File: config.mk
export PLATFORM = sky130hd
export DESIGN_NAME = trapezoid_angle_sweep
export DESIGN_NICKNAME = d
export VERILOG_FILES = /design/src/hdl/tas_pkg.sv /design/src/hdl/trapezoid_angle_sweep.sv /design/src/hdl/tas_regs.sv /design/src/hdl/tas_ctrl.sv /design/src/hdl/tas_dpath.sv
export SDC_FILE = /design/constraint.sdc
export NUM_CORES = 1
export LEC_CHECK = 0
export BUFFER_PORTS_ARGS = -buffer_cell sky130_fd_sc_hd__clkbuf_2
export CAP_MARGIN = 30
export CORE_UTILIZATION = 59
export CTS_BUF_LIST = sky130_fd_sc_hd__clkbuf_8
export DETAILED_ROUTE_END_ITERATION = 12
export GPL_TIMING_DRIVEN = 0
export PLACE_DENSITY_LB_ADDON = 0.25
export SETUP_SLACK_MARGIN = 0.05
export SYNTH_ARGS = -nofsm -noshare
export SYNTH_HDL_FRONTEND = slang
export SYNTH_SLANG_ARGS = --single-unit
File: constraint.sdc
create_clock -name i_clk -period 6.2 [get_ports i_clk]
set_clock_uncertainty 0.15 [all_clocks]
set_input_delay 0.31 -clock i_clk [delete_from_list [all_inputs] [get_ports i_clk]]
set_output_delay 0.31 -clock i_clk [all_outputs]
set_load 0.02 [all_outputs]
File: src/hdl/tas_pkg.sv
`timescale 1ns / 1ps
// ----------------------------------------------------------------------------
// Trapezoid angle sweep package
// Widths, register indexes and the structs shared by the sweep modules.
// ----------------------------------------------------------------------------
package tas_pkg;

    // Field widths.
    localparam int TIME_BITS  = 16;
    localparam int ANGLE_BITS = 16;

    // Phase accumulator, pre-wrap sum and product widths.
    localparam int PHASE_W = TIME_BITS + 2;
    localparam int SUM_W   = PHASE_W + 1;
    localparam int PROD_W  = ANGLE_BITS + TIME_BITS;

    // Iteration counts of the two serial dividers.
    localparam int MOD_STEPS = SUM_W;
    localparam int DIV_STEPS = ANGLE_BITS;
    localparam int STEP_MAX  = (MOD_STEPS > DIV_STEPS) ? MOD_STEPS : DIV_STEPS;
    localparam int CNT_W     = $clog2(STEP_MAX);

    // Configuration port.
    localparam int APB_DATA_W = 32;
    localparam int IDX_W      = 2;
    localparam int APB_ADDR_W = IDX_W + 2;

    localparam logic [IDX_W-1:0] REG_START_ANGLE = 2'd0;
    localparam logic [IDX_W-1:0] REG_END_ANGLE   = 2'd1;
    localparam logic [IDX_W-1:0] REG_RAMP        = 2'd2;
    localparam logic [IDX_W-1:0] REG_HOLD        = 2'd3;

    // Configuration register contents.
    typedef struct packed {
        logic [ANGLE_BITS-1:0] start_angle;
        logic [ANGLE_BITS-1:0] end_angle;
        logic [TIME_BITS-1:0]  ramp;
        logic [TIME_BITS-1:0]  hold;
    } t_cfg;

    // Commands from the controller to the datapath.
    typedef struct packed {
        logic load;
        logic mod_step;
        logic seg;
        logic mul;
        logic div_step;
        logic fin;
    } t_cmd;

    // Status from the datapath to the controller.
    typedef struct packed {
        logic period_zero;
        logic ramp_seg;
        logic out_free;
    } t_sts;

endpackage

File: src/hdl/trapezoid_angle_sweep.sv
`timescale 1ns / 1ps
// ----------------------------------------------------------------------------
// Trapezoid angle sweep
// Phase accumulator driving a hold, ramp, hold, ramp-back angle profile.
// ----------------------------------------------------------------------------
// Each input item is one elapsed-time tick and yields one angle item. The
// block works on one item at a time and accepts the next only once the last
// has been written to the output register. A zero period goes straight to
// the result; other items pass through the serial restoring divider that
// wraps the 19-bit phase sum by the period one bit a cycle, and ramp items
// then through the 16-step divider that divides the product of the angle
// difference magnitude and the ramp offset by the ramp length.
// The result sits in an output register. A result waiting
// there does not stop the next item from being accepted and worked on; that
// item then waits in its final step, with the input not ready, until the
// output register is free. Configuration registers are at byte addresses 0,
// 4, 8 and 12 (start angle, end angle, ramp duration, hold duration) and
// should be written only while no item is in flight.
// ----------------------------------------------------------------------------
module trapezoid_angle_sweep (
    input  logic                             i_clk,
    input  logic                             i_rst_n,
    input  logic                             psel,
    input  logic                             penable,
    input  logic                             pwrite,
    input  logic [tas_pkg::APB_ADDR_W-1:0]   paddr,
    input  logic [tas_pkg::APB_DATA_W-1:0]   pwdata,
    output logic [tas_pkg::APB_DATA_W-1:0]   prdata,
    output logic                             pready,
    input  logic                             i_in_valid,
    output logic                             o_in_ready,
    input  logic [tas_pkg::TIME_BITS-1:0]    i_elapsed,
    output logic                             o_out_valid,
    input  logic                             i_out_ready,
    output logic [tas_pkg::ANGLE_BITS-1:0]   o_angle
);
    import tas_pkg::*;

    t_cfg w_cfg;
    t_cmd w_cmd;
    t_sts w_sts;

    // Configuration registers.
    tas_regs u_regs (
        .i_clk   (i_clk),
        .i_rst_n (i_rst_n),
        .psel    (psel),
        .penable (penable),
        .pwrite  (pwrite),
        .paddr   (paddr),
        .pwdata  (pwdata),
        .prdata  (prdata),
        .pready  (pready),
        .o_cfg   (w_cfg)
    );

    // Sequencer.
    tas_ctrl u_ctrl (
        .i_clk      (i_clk),
        .i_rst_n    (i_rst_n),
        .i_in_valid (i_in_valid),
        .o_in_ready (o_in_ready),
        .i_sts      (w_sts),
        .o_cmd      (w_cmd)
    );

    // Arithmetic and output register.
    tas_dpath u_dpath (
        .i_clk       (i_clk),
        .i_rst_n     (i_rst_n),
        .i_cfg       (w_cfg),
        .i_cmd       (w_cmd),
        .i_elapsed   (i_elapsed),
        .i_out_ready (i_out_ready),
        .o_sts       (w_sts),
        .o_out_valid (o_out_valid),
        .o_angle     (o_angle)
    );

endmodule

File: src/hdl/tas_regs.sv
`timescale 1ns / 1ps
// ----------------------------------------------------------------------------
// Trapezoid angle sweep configuration registers
// APB-style register file holding the angles and durations of the sweep.
// ----------------------------------------------------------------------------
module tas_regs (
    input  logic                             i_clk,
    input  logic                             i_rst_n,
    input  logic                             psel,
    input  logic                             penable,
    input  logic                             pwrite,
    input  logic [tas_pkg::APB_ADDR_W-1:0]   paddr,
    input  logic [tas_pkg::APB_DATA_W-1:0]   pwdata,
    output logic [tas_pkg::APB_DATA_W-1:0]   prdata,
    output logic                             pready,
    output tas_pkg::t_cfg                    o_cfg
);
    import tas_pkg::*;

    t_cfg             r_cfg;
    t_cfg             n_cfg;
    logic [IDX_W-1:0] w_idx;
    logic             w_wr;

    assign pready = 1'b1;
    assign w_idx  = paddr[APB_ADDR_W-1:2];
    assign w_wr   = psel && penable && pwrite;

    // Register write decode; extra data bits are dropped.
    always_comb begin
        n_cfg = r_cfg;
        if (w_wr) begin
            unique case (w_idx)
                REG_START_ANGLE: n_cfg.start_angle = pwdata[ANGLE_BITS-1:0];
                REG_END_ANGLE:   n_cfg.end_angle   = pwdata[ANGLE_BITS-1:0];
                REG_RAMP:        n_cfg.ramp        = pwdata[TIME_BITS-1:0];
                REG_HOLD:        n_cfg.hold        = pwdata[TIME_BITS-1:0];
                default:         n_cfg             = r_cfg;
            endcase
        end
    end

    always_ff @(posedge i_clk) begin
        if (!i_rst_n) begin
            r_cfg <= '0;
        end else begin
            r_cfg <= n_cfg;
        end
    end

    // Read-back multiplexer.
    always_comb begin
        unique case (w_idx)
            REG_START_ANGLE: prdata = APB_DATA_W'(r_cfg.start_angle);
            REG_END_ANGLE:   prdata = APB_DATA_W'(r_cfg.end_angle);
            REG_RAMP:        prdata = APB_DATA_W'(r_cfg.ramp);
            REG_HOLD:        prdata = APB_DATA_W'(r_cfg.hold);
            default:         prdata = '0;
        endcase
    end

    assign o_cfg = r_cfg;

endmodule

File: src/hdl/tas_ctrl.sv
`timescale 1ns / 1ps
// ----------------------------------------------------------------------------
// Trapezoid angle sweep controller
// Sequences the phase wrap, segment decode, multiply and ramp division.
// ----------------------------------------------------------------------------
module tas_ctrl (
    input  logic          i_clk,
    input  logic          i_rst_n,
    input  logic          i_in_valid,
    output logic          o_in_ready,
    input  tas_pkg::t_sts i_sts,
    output tas_pkg::t_cmd o_cmd
);
    import tas_pkg::*;

    localparam logic [2:0] S_IDLE = 3'd0;
    localparam logic [2:0] S_MOD  = 3'd1;
    localparam logic [2:0] S_SEG  = 3'd2;
    localparam logic [2:0] S_MUL  = 3'd3;
    localparam logic [2:0] S_DIV  = 3'd4;
    localparam logic [2:0] S_FIN  = 3'd5;

    logic [2:0]       r_state;
    logic [2:0]       n_state;
    logic [CNT_W-1:0] r_cnt;
    logic [CNT_W-1:0] n_cnt;
    logic             w_accept;

    assign o_in_ready = (r_state == S_IDLE);
    assign w_accept   = i_in_valid && o_in_ready;

    // Next state, step counter and datapath commands.
    always_comb begin
        n_state = r_state;
        n_cnt   = r_cnt;
        o_cmd   = '0;
        unique case (r_state)
            S_IDLE: begin
                if (i_in_valid) begin
                    o_cmd.load = 1'b1;
                    if (i_sts.period_zero) begin
                        n_state = S_FIN;
                    end else begin
                        n_state = S_MOD;
                        n_cnt   = CNT_W'(MOD_STEPS - 1);
                    end
                end
            end
            S_MOD: begin
                o_cmd.mod_step = 1'b1;
                if (r_cnt == '0) begin
                    n_state = S_SEG;
                end else begin
                    n_cnt = r_cnt - 1'b1;
                end
            end
            S_SEG: begin
                o_cmd.seg = 1'b1;
                n_state   = S_MUL;
            end
            S_MUL: begin
                // Hold segments need no interpolation.
                if (i_sts.ramp_seg) begin
                    o_cmd.mul = 1'b1;
                    n_state   = S_DIV;
                    n_cnt     = CNT_W'(DIV_STEPS - 1);
                end else begin
                    n_state = S_FIN;
                end
            end
            S_DIV: begin
                o_cmd.div_step = 1'b1;
                if (r_cnt == '0) begin
                    n_state = S_FIN;
                end else begin
                    n_cnt = r_cnt - 1'b1;
                end
            end
            S_FIN: begin
                if (i_sts.out_free) begin
                    o_cmd.fin = 1'b1;
                    n_state   = S_IDLE;
                end
            end
            default: begin
                n_state = S_IDLE;
            end
        endcase
    end

    always_ff @(posedge i_clk) begin
        if (!i_rst_n) begin
            r_state <= S_IDLE;
            r_cnt   <= '0;
        end else begin
            r_state <= n_state;
            r_cnt   <= n_cnt;
        end
    end

    // An item with a nonzero period always starts the phase wrap.
    a_start_mod: assert property (@(posedge i_clk) disable iff (!i_rst_n)
        w_accept && !i_sts.period_zero |=> r_state == S_MOD)
        else $error("item accepted but phase wrap not started");

    // A zero period goes straight to the result.
    a_zero_fin: assert property (@(posedge i_clk) disable iff (!i_rst_n)
        w_accept && i_sts.period_zero |=> r_state == S_FIN)
        else $error("zero period item did not go to result");

    // The last division step hands over to the result.
    a_div_end: assert property (@(posedge i_clk) disable iff (!i_rst_n)
        r_state == S_DIV && r_cnt == '0 |=> r_state == S_FIN)
        else $error("division did not end after its last step");

endmodule

File: src/hdl/tas_dpath.sv
`timescale 1ns / 1ps
// ----------------------------------------------------------------------------
// Trapezoid angle sweep datapath
// Phase accumulator, serial modulo, segment decode, ramp interpolation
// divider and the output register.
// ----------------------------------------------------------------------------
module tas_dpath (
    input  logic                            i_clk,
    input  logic                            i_rst_n,
    input  tas_pkg::t_cfg                   i_cfg,
    input  tas_pkg::t_cmd                   i_cmd,
    input  logic [tas_pkg::TIME_BITS-1:0]   i_elapsed,
    input  logic                            i_out_ready,
    output tas_pkg::t_sts                   o_sts,
    output logic                            o_out_valid,
    output logic [tas_pkg::ANGLE_BITS-1:0]  o_angle
);
    import tas_pkg::*;

    logic [PHASE_W-1:0]    r_phase,  n_phase;
    logic [SUM_W-1:0]      r_num,    n_num;
    logic [PHASE_W-1:0]    r_rem,    n_rem;
    logic [ANGLE_BITS-1:0] r_from,   n_from;
    logic                  r_neg,    n_neg;
    logic                  r_ramp_seg, n_ramp_seg;
    logic [ANGLE_BITS-1:0] r_mag,    n_mag;
    logic [TIME_BITS-1:0]  r_off,    n_off;
    logic [TIME_BITS-1:0]  r_drem,   n_drem;
    logic [ANGLE_BITS-1:0] r_dq,     n_dq;
    logic [ANGLE_BITS-1:0] r_out_angle, n_out_angle;
    logic                  r_out_valid, n_out_valid;

    logic [PHASE_W-1:0]    w_period;
    logic [SUM_W-1:0]      w_sum;
    logic [PHASE_W:0]      w_mod_sh;
    logic [TIME_BITS:0]    w_div_sh;
    logic [ANGLE_BITS:0]   w_diff;
    logic [ANGLE_BITS:0]   w_ndiff;
    logic [ANGLE_BITS-1:0] w_mag;
    logic [PHASE_W-1:0]    w_b1, w_b2, w_b3;
    logic [PHASE_W-1:0]    w_off1, w_off3;
    logic [ANGLE_BITS:0]   w_fin;
    logic [PROD_W-1:0]     w_prod;

    // Period and the pre-wrap phase sum.
    assign w_period = PHASE_W'({i_cfg.ramp, 1'b0}) + PHASE_W'({i_cfg.hold, 1'b0});
    assign w_sum    = SUM_W'(r_phase) + SUM_W'(i_elapsed);

    // One restoring step of each serial divider.
    assign w_mod_sh = {r_rem, r_num[SUM_W-1]};
    assign w_div_sh = {r_drem, r_dq[ANGLE_BITS-1]};

    // Angle difference and its magnitude.
    assign w_diff  = {i_cfg.end_angle[ANGLE_BITS-1], i_cfg.end_angle}
                   - {i_cfg.start_angle[ANGLE_BITS-1], i_cfg.start_angle};
    assign w_ndiff = (ANGLE_BITS + 1)'(0) - w_diff;
    assign w_mag   = w_diff[ANGLE_BITS] ? w_ndiff[ANGLE_BITS-1:0]
                                        : w_diff[ANGLE_BITS-1:0];

    // Segment boundaries and ramp offsets within the wrapped phase.
    assign w_b1   = PHASE_W'(i_cfg.hold);
    assign w_b2   = w_b1 + PHASE_W'(i_cfg.ramp);
    assign w_b3   = w_b2 + PHASE_W'(i_cfg.hold);
    assign w_off1 = r_rem - w_b1;
    assign w_off3 = r_rem - w_b3;

    assign w_prod = PROD_W'(r_mag) * PROD_W'(r_off);

    // Ramp value: the leaving angle moved by the scaled quotient.
    assign w_fin = r_neg ? ({r_from[ANGLE_BITS-1], r_from} - {1'b0, r_dq})
                         : ({r_from[ANGLE_BITS-1], r_from} + {1'b0, r_dq});

    always_comb begin
        n_phase     = r_phase;
        n_num       = r_num;
        n_rem       = r_rem;
        n_from      = r_from;
        n_neg       = r_neg;
        n_ramp_seg  = r_ramp_seg;
        n_mag       = r_mag;
        n_off       = r_off;
        n_drem      = r_drem;
        n_dq        = r_dq;
        n_out_angle = r_out_angle;
        n_out_valid = r_out_valid;

        // Capture the sum of the new item.
        if (i_cmd.load) begin
            n_num      = w_sum;
            n_rem      = '0;
            n_from     = i_cfg.start_angle;
            n_ramp_seg = 1'b0;
            if (w_period == '0) begin
                n_phase = '0;
            end
        end

        // Wrap the sum by the period, one bit a cycle.
        if (i_cmd.mod_step) begin
            if (w_mod_sh >= {1'b0, w_period}) begin
                n_rem = PHASE_W'(w_mod_sh - {1'b0, w_period});
            end else begin
                n_rem = w_mod_sh[PHASE_W-1:0];
            end
            n_num = {r_num[SUM_W-2:0], 1'b0};
        end

        // Decode the segment of the wrapped phase.
        if (i_cmd.seg) begin
            n_phase = r_rem;
            n_mag   = w_mag;
            priority if (r_rem < w_b1) begin
                n_from     = i_cfg.start_angle;
                n_ramp_seg = 1'b0;
            end else if (r_rem < w_b2) begin
                n_from     = i_cfg.start_angle;
                n_ramp_seg = 1'b1;
                n_neg      = w_diff[ANGLE_BITS];
                n_off      = w_off1[TIME_BITS-1:0];
            end else if (r_rem < w_b3) begin
                n_from     = i_cfg.end_angle;
                n_ramp_seg = 1'b0;
            end else begin
                n_from     = i_cfg.end_angle;
                n_ramp_seg = 1'b1;
                n_neg      = (w_diff != '0) && !w_diff[ANGLE_BITS];
                n_off      = w_off3[TIME_BITS-1:0];
            end
        end

        // The high half of the product is already below the ramp length.
        if (i_cmd.mul) begin
            n_drem = w_prod[PROD_W-1:ANGLE_BITS];
            n_dq   = w_prod[ANGLE_BITS-1:0];
        end

        // Divide the product by the ramp length, one quotient bit a cycle.
        if (i_cmd.div_step) begin
            if (w_div_sh >= {1'b0, i_cfg.ramp}) begin
                n_drem = TIME_BITS'(w_div_sh - {1'b0, i_cfg.ramp});
                n_dq   = {r_dq[ANGLE_BITS-2:0], 1'b1};
            end else begin
                n_drem = w_div_sh[TIME_BITS-1:0];
                n_dq   = {r_dq[ANGLE_BITS-2:0], 1'b0};
            end
        end

        // Output register.
        if (i_cmd.fin) begin
            n_out_angle = r_ramp_seg ? w_fin[ANGLE_BITS-1:0] : r_from;
            n_out_valid = 1'b1;
        end else if (r_out_valid && i_out_ready) begin
            n_out_valid = 1'b0;
        end
    end

    always_ff @(posedge i_clk) begin
        if (!i_rst_n) begin
            r_phase     <= '0;
            r_ramp_seg  <= 1'b0;
            r_out_valid <= 1'b0;
        end else begin
            r_phase     <= n_phase;
            r_ramp_seg  <= n_ramp_seg;
            r_out_valid <= n_out_valid;
        end
    end

    always_ff @(posedge i_clk) begin
        r_num       <= n_num;
        r_rem       <= n_rem;
        r_from      <= n_from;
        r_neg       <= n_neg;
        r_mag       <= n_mag;
        r_off       <= n_off;
        r_drem      <= n_drem;
        r_dq        <= n_dq;
        r_out_angle <= n_out_angle;
    end

    assign o_sts.period_zero = (w_period == '0);
    assign o_sts.ramp_seg    = r_ramp_seg;
    assign o_sts.out_free    = !r_out_valid || i_out_ready;
    assign o_out_valid       = r_out_valid;
    assign o_angle           = r_out_angle;

    // A result appears only from a finish command.
    a_out_from_fin: assert property (@(posedge i_clk) disable iff (!i_rst_n)
        $rose(r_out_valid) |-> $past(i_cmd.fin))
        else $error("result appeared without a finish command");

    // A zero period clears the phase.
    a_zero_phase: assert property (@(posedge i_clk) disable iff (!i_rst_n)
        i_cmd.load && o_sts.period_zero |=> r_phase == '0)
        else $error("phase not cleared for zero period");

    // Hold segments give the held angle unchanged.
    a_hold_angle: assert property (@(posedge i_clk) disable iff (!i_rst_n)
        i_cmd.fin && !r_ramp_seg |=> r_out_angle == $past(r_from))
        else $error("hold segment angle altered");

endmodule

# Word-level counts from Yosys, hierarchy flattened
# Cells that the tools add are included.
# Widths: inputs -> output; s select.
# totals
elab_cells	136
output_inout_bits	51
regBits	226
inputBits	59
# op_classes
add_sub_neg	13
multipliers	1
magnitude_cmp	5
n_reduce_logical	27
muxes	54
n_bitwise	1
n_eq_ne	16
# op_table
cell	n
$mux 16	14
$pmux 32 s4	1
$mux 18	6
$sub 16x16->16	4
$mux 19	2
$mul 16x16->32	1
$mux 1	20
$mux 5	4
$add 18x16->19	1
$ge 19x18->1	1
$add 17x16->18	1
$add 17x17->18	1
$logic_not 18->1	1
$lt 18x16->1	1
$lt 18x17->1	1
$lt 18x18->1	1
$pmux 3 s6	1
$sub 18x18->18	1
$add 16x16->17	1
$ge 17x16->1	1
$reduce_bool 17->1	1
$sub 16x16->17	1
$add 16x16->16	1
$sub 1x16->16 const A	1
24 further kinds	49

# Logic depth before layout (Yosys ltp)
# Gate-level depths: netlist of run 1.
# depth
word_depth	7
mapped_depth	31
mapped_depth_nobuf	31

# Cells and area by module
# Synthesis of run 1 repeated with hierarchy kept, for this count alone.
# hier_totals
cells_unflattened	2757
area_unflattened_um2	25635.8
# by_module_without_submodules
module	n_inst	cells_per_inst	area_per_inst_um2	seq_area_each_um2
tas_dpath	1	2417	22116.2	4414.2
tas_regs	1	269	2921.6	1281.2
tas_ctrl	1	71	598.1	160.2

# Worst setup path before layout of run 1
# OpenSTA, ideal clock, no wires.
# synth_timing
kind	register to register
start	register u_regs.r_cfg (netlist bit u_regs.o_cfg[17])
end	register u_dpath.r_off[14], data pin
path_stages_with_launch	30
setup_ns	0.258
t_required_ns	5.792
slack_ns	-0.365
path_buffers	0
t_arrival_ns	6.158
period_less_slack_ns	6.565
cell_sequence	dfxtp_1 > ha_1 > a211oi_1 > o21bai_1 > a2111oi_0 > o41a_1 > o21a_1 > a21boi_1 > inv_1 > ha_1 > a21o_1 > a21o_1 > a211oi_1 > a211oi_2 > nor2_1 > nor2_1 > xor2_1 > ha_1 > inv_1 > fa_1 > a21o_1 > a21oi_1 > o21bai_1 > a21oi_1 > o21bai_1 > a211oi_1 > o21ai_0 > a31o_2 > a21oi_1 > xnor2_1
# synth_via
elab_chain_cells	5
elab_cells_between_ends	6
cone_classes	3 x add/sub; 1 x order compare; 2 x mux
# synth_lines
item	line_no	rtl
start, declared	tas_regs.sv:20	t_cfg r_cfg;
start signal, assigned	tas_regs.sv:47	r_cfg <= n_cfg;
$add 16x16->17 *	tas_dpath.sv:62	assign w_b2 = w_b1 + PHASE_W'(i_cfg.ramp);
$add 17x16->18	tas_dpath.sv:63	assign w_b3 = w_b2 + PHASE_W'(i_cfg.hold);
$sub 16x16->16	tas_dpath.sv:65	assign w_off3 = r_rem - w_b3;
$mux 16	tas_dpath.sv:120	end else if (r_rem < w_b3) begin
$mux 16 *	tas_dpath.sv:115	end else if (r_rem < w_b2) begin
end signal, assigned	tas_dpath.sv:175	r_off <= n_off;
end, declared	tas_dpath.sv:27	logic [TIME_BITS-1:0] r_off, n_off;
# Every way passes the cells marked *; elsewhere a longest branch is shown, timed or not. The select of a mux whose other input is x is not followed.
# A chain may end at the register's enable or synchronous reset.

# Final worst setup path of run 1
# layout_timing
start	register u_dpath.r_mag[5]
end	register u_dpath.r_drem[13], data pin
# layout_via
elab_chain_cells	3
# layout_lines
item	line_no	rtl
start, declared	tas_dpath.sv:26	logic [ANGLE_BITS-1:0] r_mag, n_mag;
start signal, assigned	tas_dpath.sv:174	r_mag <= n_mag;
$mul 16x16->32	tas_dpath.sv:67	assign w_prod = PROD_W'(r_mag) * PROD_W'(r_off);
$mux 16	tas_dpath.sv:132	if (i_cmd.mul) begin
$mux 16	tas_dpath.sv:138	if (i_cmd.div_step) begin
named net u_dpath.n_drem[13]	tas_dpath.sv:28	logic [TIME_BITS-1:0] r_drem, n_drem;
end signal, assigned	tas_dpath.sv:176	r_drem <= n_drem;
end, declared	tas_dpath.sv:28	
# The timed path passes the listed nets, and every way through them passes these cells. The select of a mux whose other input is x is not followed.

==> results.py, run 1 <==
metrics = {
    "status": {
        "status": "finished, violations left",
        "violations": "negative setup slack",
    },
    "critical_path": {
        "rrSetupSlack_ns": -0.43,
        "worstPathCellList": "clkbuf_8 > and2_1 > fa_1 > inv_1 > fa_2 > fa_2 > inv_1 > ha_1 > fa_1 > inv_1 > fa_1 > inv_1 > ha_4 > a21o_1 > a21oi_2 > nand2_1 > o211ai_1 > a21boi_2 > a311oi_4 > o21ai_1 > a21oi_2 > xor2_1 > a21boi_1",
        "cp_data_arrival_time_ns": 6.82,
        "cpMostUsedCell": "inv_1",
        "slowest_delay_ns": 0.55,
        "required_ns": 6.39,
        "crit_type": "reg2reg",
        "crit_path_start_kind": "register",
        "startpoint": "u_dpath.r_mag[5]$_DFFE_PP_",
        "slowest_stage": "fa_1",
        "crit_path_end_kind": "register",
        "cp_max_fo": 4,
        "timing.rr.start": "u_dpath.r_mag[5]$_DFFE_PP_",
    },
    "place": {
        "port_buffers": 74,
        "gp_congestion": 0.958,
        "place_hpwl_um": 56600,
        "place_area_mm2": 0.0261,
    },
    "detailed_routing": {
        "wl_met1_um": 30000,
        "dr.max_layer_used": "met5",
        "via_count": 22166,
        "wl_met2_um": 36400,
        "dr_wl_met3_um": 6620,
        "drt_pre_antenna_iters": 5,
        "vias_per_cell": 6.10,
        "wire_per_inst_um": 21.4,
        "drc": 0,
        "drt-initial-drc-count": 1683,
        "wirelength_um": 77800,
        "ant_nets": 0,
    },
    "synth": {
        "synth_warnings": 0,
        "synth_seq_cells": 226,
        "synthArstFlopShare_pct": 0,
        "avgSynthCellArea_um2": 8.88,
        "synth-main-ff-cell": "edfxtp_1",
        "yosysTopAreaCellShare_pct": 16.3,
        "synth_edf_count": 133,
        "synth_cell_type_count": 85,
        "yosysTopAreaCell": "fa_1",
        "synthCells": 2801,
        "synthesis.area_mm2": 0.0249,
        "synth.area.top_cells": "fa_1 (16%), edfxtp_1 (16%), ha_1 (13%)",
        "ys_seq_area_share_pct": 23.5,
    },
    "sta": {
        "slew_headroom_pct": 28.0,
        "slew_violations": 0,
        "setup_tns_ns": -2.64,
        "setup_slack_ns": -0.430,
        "setup_viol": 11,
        "max_freq_mhz": 151,
        "rsz0062_at_grt": "yes",
        "finalCritPeriodShare_pct": 107,
        "timing_worst_slew_pin_value_ns": 1.08,
        "min_period_ns": 6.63,
        "hold_violations": 0,
    },
    "grt": {
        "grtUsageTotal_pct": 35.5,
        "grt_pass1_wl_um": 119000,
        "grt-ovfl-total": 0,
        "grt_pass1_vias": 22151,
        "grt_max_degree": 37,
        "antenna_found_initial": 1,
    },
    "floorplan": {
        "num_rows": 74,
        "io_pins": 110,
        "core_mm2": 0.0412,
        "die_h_um": 207,
        "dieWidth_um": 207,
        "die_area_mm2": 0.0430,
        "initial_utilization_pct": 60.4,
    },
    "hold_path": {
        "hold_start": "penable",
        "hold_class": "in2reg",
    },
    "clocking": {
        "cts_tree": "yes",
        "cts_htree_levels": 2,
        "cts_buffers": 40,
        "clockBufferDepth": 3,
        "clock_latency_ns": 0.62,
        "clkSinkCount": 226,
        "cts-root-buf": "clkbuf_8",
        "cts.clk_slew.worst_paths_ns": 0.06,
    },
    "final_layout": {
        "design_area_mm2": 0.0292,
        "n_antenna_cell": 0,
        "fillers": 3122,
        "syn_to_final_growth_pct": 17.2,
        "final_nets": 3597,
        "final_core_util_pct": 70.8,
        "drive_gt1_share_pct": 17.6,
    },
    "run": {
        "cap_violations": 0,
    },
}
[per-stage QoR]
step,std cells,hold slack (ns),setup WS (ns)
2_1_floorplan,2816,0.277,-0.0150
3_3_place_gp,3422,0.291,-1.32
3_5_place_dp,3424,0.297,-1.15
4_1_cts,3605,0.0333,-0.223
5_1_grt,3632,0.103,-0.572
6_report,3632,0.0756,-0.430
[layer usage]
layer | vias to the layer above | GRT usage, %
li1 | 10009 | -
met1 | 10811 | 44.0
met2 | 1060 | 58.7
met3 | 284 | 6.58
met4 | 2 | 19.1
met5 | - | 0
[registers in the layout, indices dropped and copies added, names as in the netlist]
| register | cells |
|---|---|
| u_dpath.r_rem | 18 |
| u_ctrl.r_cnt | 5 |
| u_dpath.r_mag | 16 |
| u_dpath.r_phase | 18 |
| u_dpath.o_out_valid | 1 |
| u_dpath.r_ramp_seg | 1 |
| u_regs.o_cfg | 64 |
| u_dpath.r_dq | 16 |
| u_dpath.r_from | 16 |
| u_dpath.r_neg | 1 |
| u_ctrl.r_state | 3 |
| u_dpath.r_num | 19 |
| u_dpath.r_drem | 16 |
| u_dpath.r_off | 16 |
| u_dpath.o_angle | 16 |
[cells by family (layout without fill, tap and decap cells)]
| group | Yosys count | in the layout | share of synthesized area [%] |
|---|---|---|---|
| AOI/OAI and AO/OA | 558 | 558 | 14.3 |
| xor gates and xnor gates | 155 | 155 | 5.46 |
| adders and majority gates | 469 | 469 | 29.7 |
| buffers and inverters | 464 | 748 | 7.27 |
| DFF | 226 | 226 | 23.5 |
| muxes | 66 | 66 | 3.61 |
| other | 2 | 17 | 0.0302 |
| and+or+nand+nor | 861 | 861 | 16.1 |
[cells in the final DEF, fill, tap and decap left out, types with 54 or more instances in the layout]
cell and count:
nand2_1 394, inv_1 343, ha_1 238, fa_1 195
a21oi_1 188, edfxtp_1 133, nor2_1 131, buf_4 117
and2_1 113, o21ai_0 92, xnor2_1 90, clkbuf_2 80
dfxtp_1 76, clkbuf_8 54
[repair_timing]
action	in CTS	in global routing
hold buffers	20	0
setup buffers	90	27
resized for setup	201	77
pin swaps	120	85
setup endpoints to repair	41	40
endpoints found under the hold margin	70	0
[synth_stat cells, types with 17 or more instances]
library cell  count
nand2_1         395
inv_1           357
ha_1            266
a21oi_1         207
fa_1            202
nor2_1          139
edfxtp_1        133
and2_1          121
o21ai_0         104
xnor2_1          99
dfxtp_1          93
clkbuf_1         85
xor2_1           56
a21o_1           47
nor3_1           47
nand3_1          35
mux2_2           29
o21bai_1         24
a211oi_1         22
mux2i_1          21
nor2b_1          21
nand2b_1         19
a22o_1           18
and3_1           18
buf_4            17
[cell type report]
class / instances / area (um2) / area share [%]
plain buffers: 107 / 643 / 2.21
clock buffers: 46 / 633 / 2.17
clock inverters: 26 / 228 / 0.781
inverters: 357 / 1340 / 4.59
multi-input cells: 2126 / 18200 / 62.4
flip-flops and latches: 226 / 5900 / 20.2
well taps: 532 / 666 / 2.28
repair buffers: 212 / 1560 / 5.33
[worst paths after layout]
path | to | depth (start not counted)
max | u_dpath.r_drem[13]$_DFFE_PP_ | 23
min | u_regs.o_cfg[56]$_SDFFE_PN0P_ | 5
max reg2reg | u_dpath.r_drem[13]$_DFFE_PP_ | 23
min reg2reg | u_dpath.r_num[0]$_SDFFE_PP0P_ | 2
[worst max-delay path, delay by kind of cell, from the launching register on]
kind,cells,cell delay [ns]
flops,1,0.53
fa+ha+maj,7,3.03
xor+xnor,1,0.24
buf+inv,5,0.49
simple gates,2,0.24
compound gates,8,1.68
Power of run 1 is not shown: default switching activity piles up to over one toggle a cycle in this logic, so the estimate is an artifact.
==> inputs of run 2 (changes only) <==
--- a/config.mk
+++ b/config.mk
@@ -12,7 +12,7 @@
 export DETAILED_ROUTE_END_ITERATION = 12
 export GPL_TIMING_DRIVEN = 0
 export PLACE_DENSITY_LB_ADDON = 0.25
-export SETUP_SLACK_MARGIN = 0.05
+export SETUP_SLACK_MARGIN = 0.15
 export SYNTH_ARGS = -nofsm -noshare
 export SYNTH_HDL_FRONTEND = slang
 export SYNTH_SLANG_ARGS = --single-unit
==> run 2 against run 1 <==
The run still ends with negative setup slack left. Worst setup slack better by 0.071 ns. Critical path depth is 2 higher. Final area is 0.87% higher.
==> results.py, run 2 (synthesized netlist as in run 1, its figures left out) <==
metrics = {
    "sta": {
        "max_freq_mhz": 152,
        "rsz0062_at_grt": "yes",
        "slew_violations": 0,
        "min_period_ns": 6.56,
        "hold_violations": 0,
        "slew_headroom_pct": 29.3,
        "timing_worst_slew_pin_value_ns": 1.05,
        "finalCritPeriodShare_pct": 106,
        "setup_slack_ns": -0.359,
        "setup_viol": 12,
    },
    "floorplan": {
        "io_pins": 110,
        "num_rows": 74,
        "core_mm2": 0.0412,
        "dieWidth_um": 207,
        "die_area_mm2": 0.0430,
        "initial_utilization_pct": 60.4,
        "die_h_um": 207,
    },
    "final_layout": {
        "final_cell_mix": "nand2_1 (388), inv_1 (348), ha_1 (238), a21oi_1 (190), fa_1 (185)",
        "largest_reg_flops": 64,
        "drive_gt1_share_pct": 18.4,
        "final_nets": 3630,
        "final_common_cell": "nand2_1",
        "syn_to_final_growth_pct": 18.3,
        "fillers": 3041,
        "final_core_util_pct": 71.4,
    },
    "status": {
        "status": "finished, violations left",
        "violations": "negative setup slack",
    },
    "clocking": {
        "cts-root-buf": "clkbuf_8",
        "clkSinkCount": 226,
        "cts_htree_levels": 2,
        "cts_tree": "yes",
        "cts_buffers": 40,
        "clockBufferDepth": 3,
        "cts.clk_slew.worst_paths_ns": 0.07,
        "clock_latency_ns": 0.60,
    },
    "hold_path": {
        "min_to": "u_dpath.o_out_valid$_SDFFE_PN0P_",
        "hold_start": "i_out_ready",
        "hold_depth": 4,
        "hold_class": "in2reg",
    },
    "critical_path": {
        "cpMostUsedCell": "fa_1",
        "crit_path_end_kind": "register",
        "crit_path_start_kind": "register",
        "cp_top_family": "adder cells",
        "crit_buf_inv": 8,
        "reg2reg_depth": 25,
        "required_ns": 6.36,
        "cp_max_fo": 6,
        "r2r_end": "u_dpath.r_drem[7]$_DFFE_PP_",
        "slowest_delay_ns": 0.58,
        "timing.rr.start": "u_dpath.r_off[4]$_DFFE_PP_",
        "slowest_stage": "fa_1",
        "crit_type": "reg2reg",
        "cp_data_arrival_time_ns": 6.72,
        "rrSetupSlack_ns": -0.36,
    },
    "grt": {
        "grt_pass1_vias": 22102,
        "grtUsageTotal_pct": 35.2,
        "top_usage_layer": "met2",
        "grt_pass1_wl_um": 118000,
        "grt_util_met1_pct": 44.5,
        "grt-ovfl-total": 0,
        "met2_usage_pct": 58.7,
        "antenna_found_initial": 1,
        "met3_usage_pct": 5.36,
        "grt_max_degree": 23,
    },
    "detailed_routing": {
        "via_count": 22048,
        "drt_pre_antenna_iters": 5,
        "vias_per_cell": 6.02,
        "wirelength_um": 76400,
        "drt-initial-drc-count": 1950,
        "wire_per_inst_um": 20.9,
        "ant_nets": 0,
        "drc": 0,
    },
    "place": {
        "dp_slack_ns": -1.15,
        "port_buffers": 74,
        "place_hpwl_um": 56200,
        "gp_congestion": 0.985,
    },
    "run": {
        "cap_violations": 0,
    },
}
## run 2: cell types whose count changed in the layout (fill, tap and decap cells not counted), moves of 6 or more
cell and delta:
fa_1 -10, fa_2 +10, clkinv_2 -7, buf_4 +25, nand2_1 -6
## run 2: repair_timing
| item | in CTS | in global routing |
|---|---|---|
| endpoints found under the setup margin | 41 | 23 |
| endpoints found under the hold margin | 69 | 0 |
| hold buffers | 20 | 0 |
| pin swaps | 118 | 68 |
| setup buffers | 130 | 17 |
| gates resized for setup | 214 | 70 |
## run 2: worst max-delay path by stage
| stage | endpoint | cells past startpoint | startpoint |
|---|---|---|---|
| floorplan | u_dpath.r_off[14]$_DFFE_PP_ | 30 | u_regs.o_cfg[0]$_SDFFE_PN0P_ |
| CTS | u_dpath.r_drem[15]$_DFFE_PP_ | 21 | u_dpath.r_mag[8]$_DFFE_PP_ |
| detailed placement | u_dpath.r_off[15]$_DFFE_PP_ | 24 | u_regs.o_cfg[17]$_SDFFE_PN0P_ |
| global route | u_dpath.r_drem[7]$_DFFE_PP_ | 25 | u_dpath.r_off[4]$_DFFE_PP_ |
| global placement | u_dpath.r_off[11]$_DFFE_PP_ | 20 | u_regs.o_cfg[17]$_SDFFE_PN0P_ |
| finish | u_dpath.r_drem[7]$_DFFE_PP_ | 25 | u_dpath.r_off[4]$_DFFE_PP_ |
## run 2: cell type report
cell class | count | area, um2 | area share (%)
multi-input cells | 2126 | 18200 | 61.8
flip-flops and latches | 226 | 5900 | 20.0
repair buffers | 245 | 1870 | 6.37
inverters | 357 | 1340 | 4.56
plain buffers | 107 | 703 | 2.39
well taps | 532 | 666 | 2.26
clock buffers | 41 | 564 | 1.92
clock inverters | 28 | 183 | 0.621
diodes | 1 | 2.50 | 0.00851
## run 2: metal layers
layer | part of all wire, % | wire (um) | vias up
li1 | - | - | 10079
met1 | 39 | 29700 | 10699
met2 | 48 | 36300 | 1030
met3 | 8.5 | 6500 | 240
met4 | 5.1 | 3880 | 0
met5 | 0 | 0 | -
## run 2: through the flow
step	setup TNS [ns]	hold WS [ns]	instance area (um2)	instances
after floorplan	0	0.277	25100	2816
after global placement	-43.99	0.293	26100	3422
after detailed placement	-18.58	0.302	26200	3425
after CTS	-1.15	0.0235	29000	3644
after global routing	-5.57	0.0301	29400	3662
final	-2.76	0.0334	29400	3663
## run 2: tightest hold or removal path: stages
cell	delay [ns]
clkbuf_2	0.09
nor2b_1	0.09
a21oi_1	0.18
nor2_1	0.07
Power of run 2 is left out for the same reason.
